**src/rtl/spa_ram.sv**
```systemverilog
// ----------------------------------------------------------------------------
// Generic single-port-write RAM
// One write port and one read port with registered read data.
// ----------------------------------------------------------------------------
module spa_ram #(
    parameter int WIDTH = 4,
    parameter int DEPTH = 16
) (
    input  logic                     i_clk,
    input  logic                     i_we,
    input  logic [$clog2(DEPTH)-1:0] i_waddr,
    input  logic [WIDTH-1:0]         i_wdata,
    input  logic                     i_re,
    input  logic [$clog2(DEPTH)-1:0] i_raddr,
    output logic [WIDTH-1:0]         o_rdata
);

    logic [WIDTH-1:0] r_mem [DEPTH];
    logic [WIDTH-1:0] r_rdata;

    // Write port.
    always_ff @(posedge i_clk) begin
        if (i_we) begin
            r_mem[i_waddr] <= i_wdata;
        end
    end

    // Registered read port; the data holds while no read is issued.
    always_ff @(posedge i_clk) begin
        if (i_re) begin
            r_rdata <= r_mem[i_raddr];
        end
    end

    assign o_rdata = r_rdata;

endmodule

```
**config.mk**
```make
export PLATFORM = sky130hd
export DESIGN_NAME = spa_ram
export DESIGN_NICKNAME = d
export VERILOG_FILES = /design/src/rtl/spa_ram.sv
export SDC_FILE = /design/constraint.sdc
export NUM_CORES = 1
export LEC_CHECK = 0
export ABC_AREA = 1
export BUFFER_PORTS_ARGS = -buffer_cell sky130_fd_sc_hd__buf_4
export CAP_MARGIN = 5
export CORE_MARGIN = 10
export CORE_UTILIZATION = 60
export DETAILED_ROUTE_END_ITERATION = 8
export PLACE_DENSITY = 0.79
export SETUP_SLACK_MARGIN = 0.4
export SLEW_MARGIN = 0
export SYNTH_ARGS = -nofsm -noshare
export SYNTH_HDL_FRONTEND = slang
export SYNTH_SLANG_ARGS = --single-unit
```
**constraint.sdc**
```tcl
create_clock -name i_clk -period 1.34 [get_ports i_clk]
set_clock_uncertainty 0.05 [all_clocks]
set_input_delay 0.268 -clock i_clk [delete_from_list [all_inputs] [get_ports i_clk]]
set_output_delay 0.268 -clock i_clk [all_outputs]
set_load 0.005 [all_outputs]
```
# Yosys cells after proc, flatten, opt, wreduce, memory -nomap -nowiden
# Memory sizes are Yosys's and may differ from the RTL's. A register that Yosys moved wholly into a read port is not among the register bits.
# Cells that the tools add are included.
# op_classes
mux	2
# ops
cell	count
2-to-1 mux 1 bit	2
# word_totals
register_bits	0
ramBits	64
input_bits	15
out_inout_bits	4
word_cells	3
n_memories	1
# mem_list
name	words	word_bits	read_ports	rd_ports_with_merged_regs	wr	line	rtl
r_mem	16	4	1	1	1	18	logic [WIDTH-1:0] r_mem [DEPTH];

# Logic depth before layout (Yosys ltp)
# Gate-level depths: netlist of run 1.
# depth
depth_word	2
ltp_mapped	9
mapped_depth_nobuf	7

# Worst setup path before layout of run 1
# OpenSTA, ideal clock, no wires.
# synth_timing
path_kind	input-to-reg
from	input port i_raddr[0]
to	register r_rdata[1], in the netlist o_rdata[1], read port of r_mem (data pin)
setup_time_ps	253
arrival_time_ps	837
t_required_ps	1037
path_slack_ps	200
cell_stages	8
path_buffers	2
cell_sequence	buf_6 > inv_6 > buf_6 > nand2_1 > nand3_1 > nand3_1 > nand3_1 > nand2_1
# synth_lines
element	line	rtl
from (decl)	14	input logic [$clog2(DEPTH)-1:0] i_raddr,
to (decl)	19	logic [WIDTH-1:0] r_rdata;

# Final worst setup path of run 1
# layout_timing
from	register r_rdata[3], in the netlist o_rdata[3], read port of r_mem
to	output port o_rdata[3]
# layout_lines
element	line	rtl
to (decl)	15	output logic [WIDTH-1:0] o_rdata
# No word-level cell between the ends.

==> results.md, run 1 <==
Placement:
- The placement-stage worst setup slack is -0.01166 ns.
- The post-place instance area is about 3300 um^2.
- Once detailed placement completed, the half-perimeter wirelength came to 3986 um.
- Including well taps, the total number of placed cells is approximately 370.
- The number of buffers added on ports is 18.
- The global placer's final weighted congestion is 0.7961.

Timing:
- Setup repair after global routing could not meet its margin everywhere.
- Counting I/O delays and the setup requirement, the final critical path takes roughly 1.2 ns.
- The final total negative setup slack is 0 ns.
- The worst hold slack is 0.1223 ns.
- The pin slew with the least headroom to its limit is 0.2839 ns.
- Headroom to the max-slew limit came out at about four fifths.
- The achievable clock frequency is about 840 MHz.
- Setup violations remaining at the end of the flow were counted as 0.
- The final-report max-slew violation count was 0.
- The worst path meets setup with 0.1461 ns of slack.
- The number of failing hold endpoints at the final stage came to 0.
- Of the available clock period, the critical path in the final layout requires slightly below 90%.

Route:
- The length of the first detailed-routing pass in iterations is 5.
- For this run, design rule violations remaining after detail routing come to 0.
- The final route contains a little over 2,000 vias.
- Summed over all layers, the routed wires come to just over 6000 um.
- The first-iteration detailed-routing DRC count is 171.
- Once detail routing completed, the nets flagged for antenna violations numbered 0.
- The detailed-route vias per instance is between 5 and 6.
- The post-detailed-route wirelength per cell is around 16 um.

Cells and area:
- The summed area of non-filler cells in the final layout is 3542 um^2.
- Cells fill around three quarters of the core in the end.
- The fraction of final layout cells sized beyond drive strength 1 is around 22%.
- The final cell count without fillers is around 380.
- The net count reported at finish is approximately 330.
- Relative to the synthesized area, the layout overhead comes to 17.81%.
- 0 antenna diodes ended up in the layout.

CTS:
- The clock input transition at the sequential cells of the worst setup and hold paths is 0.07 ns.
- The insertion delay of the later-clocked pin in the worst-skew pair is approximately 0.33 ns.
- The clock passes through at most 2 buffers.
- The clock tree root buffer cell is sky130_fd_sc_hd__clkbuf_8.
- For this design, the sink count on the clock tree is 68.
- TritonCTS created 9 clock buffers.
- The H-tree was split into 3 levels.
- TritonCTS built the clock tree.

Power:
- The worst vdd rail ir drop is slightly below 0.8 mV.
- The sum of internal, switching and leakage power is around 4.1 mW.
- The power density over cell area is 1156 nW/um^2.
- The static power due to leakage is approximately 1.5 nW.

Global routing:
- The maximum number of pins on one net before global-route repair is 33.
- The number of antenna violations at the first check in global routing is 0.
- For this run the aggregate overflow at the end of global routing stands at 0.
- The via count of the first global-routing pass was ~2,000.
- The first global-routing pass estimated 9680 um of wire.
- The total global-route track usage is 15.10%.

Synth:
- After Yosys synthesis, full adders, half adders and majority gates account for 0% of the synthesized area.
- During synthesis, Yosys emitted a total of 0 warnings.
- After synthesis, the largest family of logic cells by area is simple AND/OR/NAND/NOR gates.
- The portion of synthesized area spent on multiplexers is 0%.
- The synthesized netlist occupies a cell area of between 3000 and 4000 um^2.
- Dividing the synthesized area by the synthesized cell count gives approximately 10 um^2.
- The complex-gate fraction of the synthesized area is 0%.
- The number of instances in the synthesized netlist is 290.
- In this run, synthesis produced a sequential element count of 68.
- The unique cell type count in the Yosys netlist is 11.
- The share of synthesized area occupied by flip-flops and latches is about two thirds.
- After synthesis, the cell types taking the most area are sky130_fd_sc_hd__edfxtp_1 (68%), sky130_fd_sc_hd__nand2_1 (11%), sky130_fd_sc_hd__nand3_1 (8.2%).
- sky130_fd_sc_hd__edfxtp_1 takes more of the synthesized area than any other cell.
- The synthesized netlist devotes approximately 22% of its cell area to simple gates.
- The top-area cell type share of the netlist area is between 60% and 70%.
- The XOR/XNOR share of the synthesized area is 0%.
- The net count after synthesis is just over 300.

Critical path:
- STA puts the critical path data arrival time at between 0.8 and 0.9 ns.
- At the worst endpoint, the required time is between 1 and 1.5 ns.
- Across all register-to-register paths, the minimum setup slack is approximately 0.20 ns.
- The critical path capture point type is an output pin.
- The number of buffers and inverters on the critical path is 1.
- The cell family contributing the most delay on the critical path is flip-flops.
- Measured in cells, the most critical reg-to-reg path has a length of 6.
- The largest single stage delay on the critical path is slightly above 0.4 ns.
- Walking the worst path, the cells encountered are buf_6.
- The critical path start-end classification is flop to output pin.
- On the critical path, the stage with the largest delay is an instance of sky130_fd_sc_hd__edfxtp_1.
- In this run the worst path has a maximum fanout of 1.
- The worst register-to-register path begins at r_mem[13][2].
- The kind of start point of the critical path is a flop.
- The critical register-to-register path endpoint is o_rdata[2].

Floorplan:
- The total area inside the core boundary comes to 4786 um^2.
- The vertical die dimension is 90.79 um.
- The die boundary width is slightly above 90 um.
- The die area is around 8000 um^2.
- During I/O placement, the number of pins put on the boundary was 19.
- The initialized floorplan defines 25 standard-cell rows.
- The starting density of the core is a little over three fifths.

Min path:
- Counting instances, the worst hold path has a depth of 1.
- The startpoint of the tightest hold check path is i_re.
- The worst hold path belongs to the class input pin to flop.
- The endpoint of the worst hold-timing path is o_rdata[1].

Job:
- Across the run, the number of max-cap violations was 0.

Run status:
- The run finished with clean final reports.
power by group:
group          leakage, nW  internal [mW]  switching (mW)
combinational        0.776          0.128           0.242
sequential           0.618           2.40          0.0145
clock               0.0780          0.642           0.674
area by class of cell:
cell class | count | area, um^2
inverters | 54 | 210.2
clock buffers | 11 | 131.4
clock inverters | 4 | 17.52
fillers | 329 | 1244
multi-input cells | 157 | 868.3
well taps | 67 | 83.83
repair buffers | 22 | 188.9
flip-flops and latches | 68 | 2042
what timing repair did:
item | 4_1_cts | 5_1_grt
setup buffers | 2 | 0
endpoints found under the setup margin | 32 | 27
pin swaps | 10 | 11
gates resized for setup | 3 | 21
hold buffers | 0 | 0
gates cloned | 0 | 0
cells in the final DEF (no fill, tap or decap):
cell type                  Yosys  routed
sky130_fd_sc_hd__nand2_1      89      83
sky130_fd_sc_hd__inv_2         0       1
sky130_fd_sc_hd__buf_4         4      18
sky130_fd_sc_hd__clkinv_2      0       2
sky130_fd_sc_hd__nand2_4       0       1
sky130_fd_sc_hd__clkbuf_8      0       9
sky130_fd_sc_hd__nand3_4       0       1
sky130_fd_sc_hd__inv_6         1       1
sky130_fd_sc_hd__clkbuf_1      0       2
sky130_fd_sc_hd__clkinv_1      0       2
sky130_fd_sc_hd__inv_1        52      51
sky130_fd_sc_hd__buf_6         5       3
sky130_fd_sc_hd__nand3_1      49      37
sky130_fd_sc_hd__nand3b_1      2       2
sky130_fd_sc_hd__edfxtp_1     68      68
sky130_fd_sc_hd__nand2_2       0       5
sky130_fd_sc_hd__inv_4         1       1
sky130_fd_sc_hd__nor2_2        0       1
sky130_fd_sc_hd__nand3_2       0      11
sky130_fd_sc_hd__buf_12        0       1
sky130_fd_sc_hd__nor2_4        0      16
cells in the mapped netlist:
master / count
sky130_fd_sc_hd__buf_2: 2
sky130_fd_sc_hd__nand3_1: 49
sky130_fd_sc_hd__edfxtp_1: 68
sky130_fd_sc_hd__buf_6: 5
sky130_fd_sc_hd__nand2_1: 89
sky130_fd_sc_hd__inv_6: 1
sky130_fd_sc_hd__nor2_1: 17
sky130_fd_sc_hd__inv_1: 52
sky130_fd_sc_hd__nand3b_1: 2
sky130_fd_sc_hd__inv_4: 1
sky130_fd_sc_hd__buf_4: 4
layer usage:
| metal | wire length [um] | track usage (%) | part of all wire, % | vias up |
|---|---|---|---|---|
| met2 | 2922 | 23.26 | 48 | 93 |
| met5 | 0 | 0 | 0 | - |
| met4 | 98 | 7.572 | 1.6 | 0 |
| met1 | 2561 | 19.06 | 42 | 937 |
| met3 | 526 | 4.156 | 8.6 | 8 |
| li1 | - | - | - | 973 |
flip-flops by register name (all words and copies together) (netlist names):
| name | flops |
|---|---|
| r_mem | 64 |
| o_rdata | 4 |
how the worst max path moves through the flow:
stage,startpoint,end,slack [ns],cells after the start
after floorplan,i_raddr[0],o_rdata[1],0.20,8
after global placement,i_waddr[3],r_mem[7][2],0.03,3
after detailed placement,i_waddr[3],r_mem[5][3],-0.01,3
after CTS,o_rdata[3],o_rdata[3],0.14,1
after global routing,r_mem[13][2],o_rdata[2],0.12,6
final,o_rdata[3],o_rdata[3],0.15,1
cells by family after synthesis:
logic type,after synthesis
buffers and inverters,65
flip-flops,68
AND/OR/NAND/NOR,157
(Power assumes the default switching activity.)
==> run 2: changes to the inputs <==
Settings changed: CORE_MARGIN 10 to 2.
==> run 2 against run 1 <==
Compared with the run above:
- clock-buffer cell count increased by 1
- sequential share of layout area decreased by 0.42 points
- fmax increased by 1.0%
- first-iteration DRC count decreased by 13%
- final cell count increased by 0.52%
- largest cell class unchanged
==> results.md, run 2 (synthesis gave the netlist of run 1 again) <==
Run status:
- The flow ran to the end, and the final reports show no timing, DRC or antenna violations.

CTS:
- The clock reaches the later pin of the worst-skew pair after around 0.34 ns.
- Counting the buffers created by CTS gives 9.
- The clock tree root buffer cell is sky130_fd_sc_hd__clkbuf_8.
- The H-tree was split into 3 levels.
- The clock input transition at the sequential cells of the worst setup and hold paths is roughly 0.060 ns.
- The longest clock path from root to sink contains 2 buffers.
- TritonCTS built the clock tree.
- The clock net in this run drives a total of 68 sinks.

Placement:
- In this run, placement finished with an instance count of ~370.
- Input and output buffers added on the ports amount to 18.
- The placement-stage worst setup slack is ~0.021 ns.
- The HPWL after detailed placement is roughly 3700 um.
- The global placer's final weighted congestion is approximately 0.85.

Cells and area:
- The number of antenna diodes in the final layout is 0.
- The number of flip-flops under the largest register name is 64.
- The top cell types in the final layout, fill and taps aside, are sky130_fd_sc_hd__nand2_1 (82), sky130_fd_sc_hd__edfxtp_1 (68), sky130_fd_sc_hd__inv_1 (49).
- The final layout contains around 330 nets.
- Cells with a size suffix above 1 make up between 20% and 30% of the layout.
- The multi-input combinational cells in the finished layout cover a total of ~900 um^2.
- For this run, the number of standard cells in the final layout without fillers is approximately 390.
- The area added between synthesis and finish is 18.68%.
- Leaving out fill and tap cells, the most frequent cell in the layout is sky130_fd_sc_hd__nand2_1.
- After filler insertion, the fill cell instance count of the layout stands at between 300 and 400.
- More flip-flops sit in one register than any other, and that register is r_mem.
- Across the whole layout, storage elements account for ~2000 um^2.

Timing:
- The final critical-path setup slack is approximately 0.16 ns.
- The final-report max-slew violation count is 0.
- The number of failing hold endpoints at the final stage is 0.
- In the final timing run, aggregate negative setup slack is 0 ns.
- The share of the cycle needed by the critical path after routing is between 80 and 90%.
- The worst path needs 1.182 ns of the cycle, external delays included.
- The pin slew with the least headroom to its limit is 0.2934 ns.
- Setup repair after global routing could not meet its margin everywhere.
- Static timing analysis puts the maximum clock frequency at between 800 and 900 MHz.
- The headroom to the max-slew limit is 80.42%.
- The final setup violation count is 0.

Critical path:
- The required time of the worst setup path is just over 1 ns.
- By startpoint and endpoint, the worst setup path is classified as flop to output pin.
- The signal arrival time at the worst endpoint is ~0.86 ns.
- In this run the critical register-to-register path is captured at o_rdata[1].
- The largest single stage delay on the critical path is 0.38 ns.
- STA classifies the critical path endpoint as an output pin.
- Traced cell by cell, the critical path runs through buf_4.
- The logic depth of the worst setup path including buffers is 1.
- For this design, the slowest cell found on the critical path is sky130_fd_sc_hd__edfxtp_1.
- The startpoint of the lowest-slack register-to-register path is r_mem[10][1].
- The setup check on the worst reg-to-reg path leaves a slack of about 0.24 ns.
- The worst register-to-register path has a depth of 6.
- The largest fanout on the critical path is 1.
- Together, buffers and inverters on the worst path number 1.
- The launching element of the worst setup path is o_rdata[3].
- The kind of start point of the critical path is a flop.
- Grouping stages by cell kind, the critical path spends the most delay in flip-flops.
- The worst setup path endpoint is o_rdata[3].

Floorplan:
- The floorplan has 25 rows.
- The placeable core region is 4786 um^2.
- The die boundary width is around 75 um.
- The floorplan step defined a die boundary enclosing 5594 um^2.
- The starting density of the core is a little over three fifths.
- From bottom edge to top edge, the die measures around 75 um.
- Pin placement for this block handled 19 I/O pins.

Route:
- The detailed-route vias per instance is approximately 5.1.
- The count of antenna-violating nets left after detailed routing is 0.
- The post-detailed-route wirelength per cell is 14.81 um.
- The total number of vias is 1,956.
- In the final routing, the length of wire on met1 measures roughly 2600 um.
- The top layer used by detailed routing is met4.
- Detailed routing placed a total of around 240 um of wire on met3.
- Detailed routing placed a total of 2744 um of wire on met2.
- The number of DRC violations after detailed routing is 0.
- The total routed wirelength is roughly 5700 um.
- For this block, the initial DRC count from the detailed router was 148.
- The length of the first detailed-routing pass in iterations is 4.

Min path:
- The min-delay analysis places its worst path in the category input pin to flop.
- The worst hold path begins at i_re.

Global routing:
- The number of antenna violations at the first check in global routing was 0.
- The total global-route track usage is between 20% and 30%.
- The via count of the first global-routing pass is 1,893.
- Entering global routing, the biggest net connects 33 pins.
- The first global-routing pass estimated ~9200 um of wire.
- For this run the aggregate overflow at the end of global routing stands at 0.

Power:
- The static power due to leakage is 1.481 nW.
- The worst vdd rail ir drop is between 0.6 and 0.7 mV.
- The power density over cell area is around 1200 nW/um^2.

Job:
- Max-cap violations in this run came to 0.
## run 2: changes by cell type in the layout (fill, tap and decap cells not counted), sizes merged
cell / delta
buf: +1
clkbuf: +1
## run 2: layout make-up
| cell class | count | share of cell area, % |
|---|---|---|
| clock inverter | 4 | 0.4558 |
| inverter | 54 | 5.891 |
| timing repair buffer | 23 | 5.189 |
| tap | 67 | 2.349 |
| multi-input combinational | 157 | 25.11 |
| sequential | 68 | 57.22 |
| clock buffer | 12 | 3.787 |
## run 2: how the worst min path moves through the flow
stage	end	cells past startpoint	slack, ns
final	o_rdata[3]	1	0.11
after global routing	o_rdata[0]	1	0.12
after detailed placement	o_rdata[1]	1	0.46
after floorplan	r_mem[0][0]	0	0.32
after global placement	o_rdata[0]	1	0.46
after CTS	o_rdata[0]	1	0.11
## run 2: repair_timing
action,4_1_cts,5_1_grt
pin swaps,3,12
gates resized for setup,5,24
endpoints found under the setup margin,28,24
buffers inserted,2,0
hold buffers,0,0
## run 2: through the flow
stage	util [%]	hold slack [ns]	area [um^2]	power, mW
after floorplan	-	0.3169	3127	2.662
after global placement	68.47	0.4571	3277	2.782
after detailed placement	68.47	0.4578	3277	2.788
after CTS	72.47	0.1116	3468	4.091
after global routing	74.56	0.1223	3568	4.252
final	74.56	0.1149	3568	4.107
## run 2: layer usage
layer  GRT usage (%)  vias to the layer above
met5               0                        -
met4           11.31                        0
met3           4.953                       13
met2           34.51                       51
met1           32.87                      912
li1                -                      980
## run 2: power breakdown
| part | total [mW] | switching, mW | internal (mW) |
|---|---|---|---|
| logic | 0.370 | 0.242 | 0.128 |
| registers | 2.41 | 0.0125 | 2.40 |
| clock network | 1.33 | 0.679 | 0.651 |
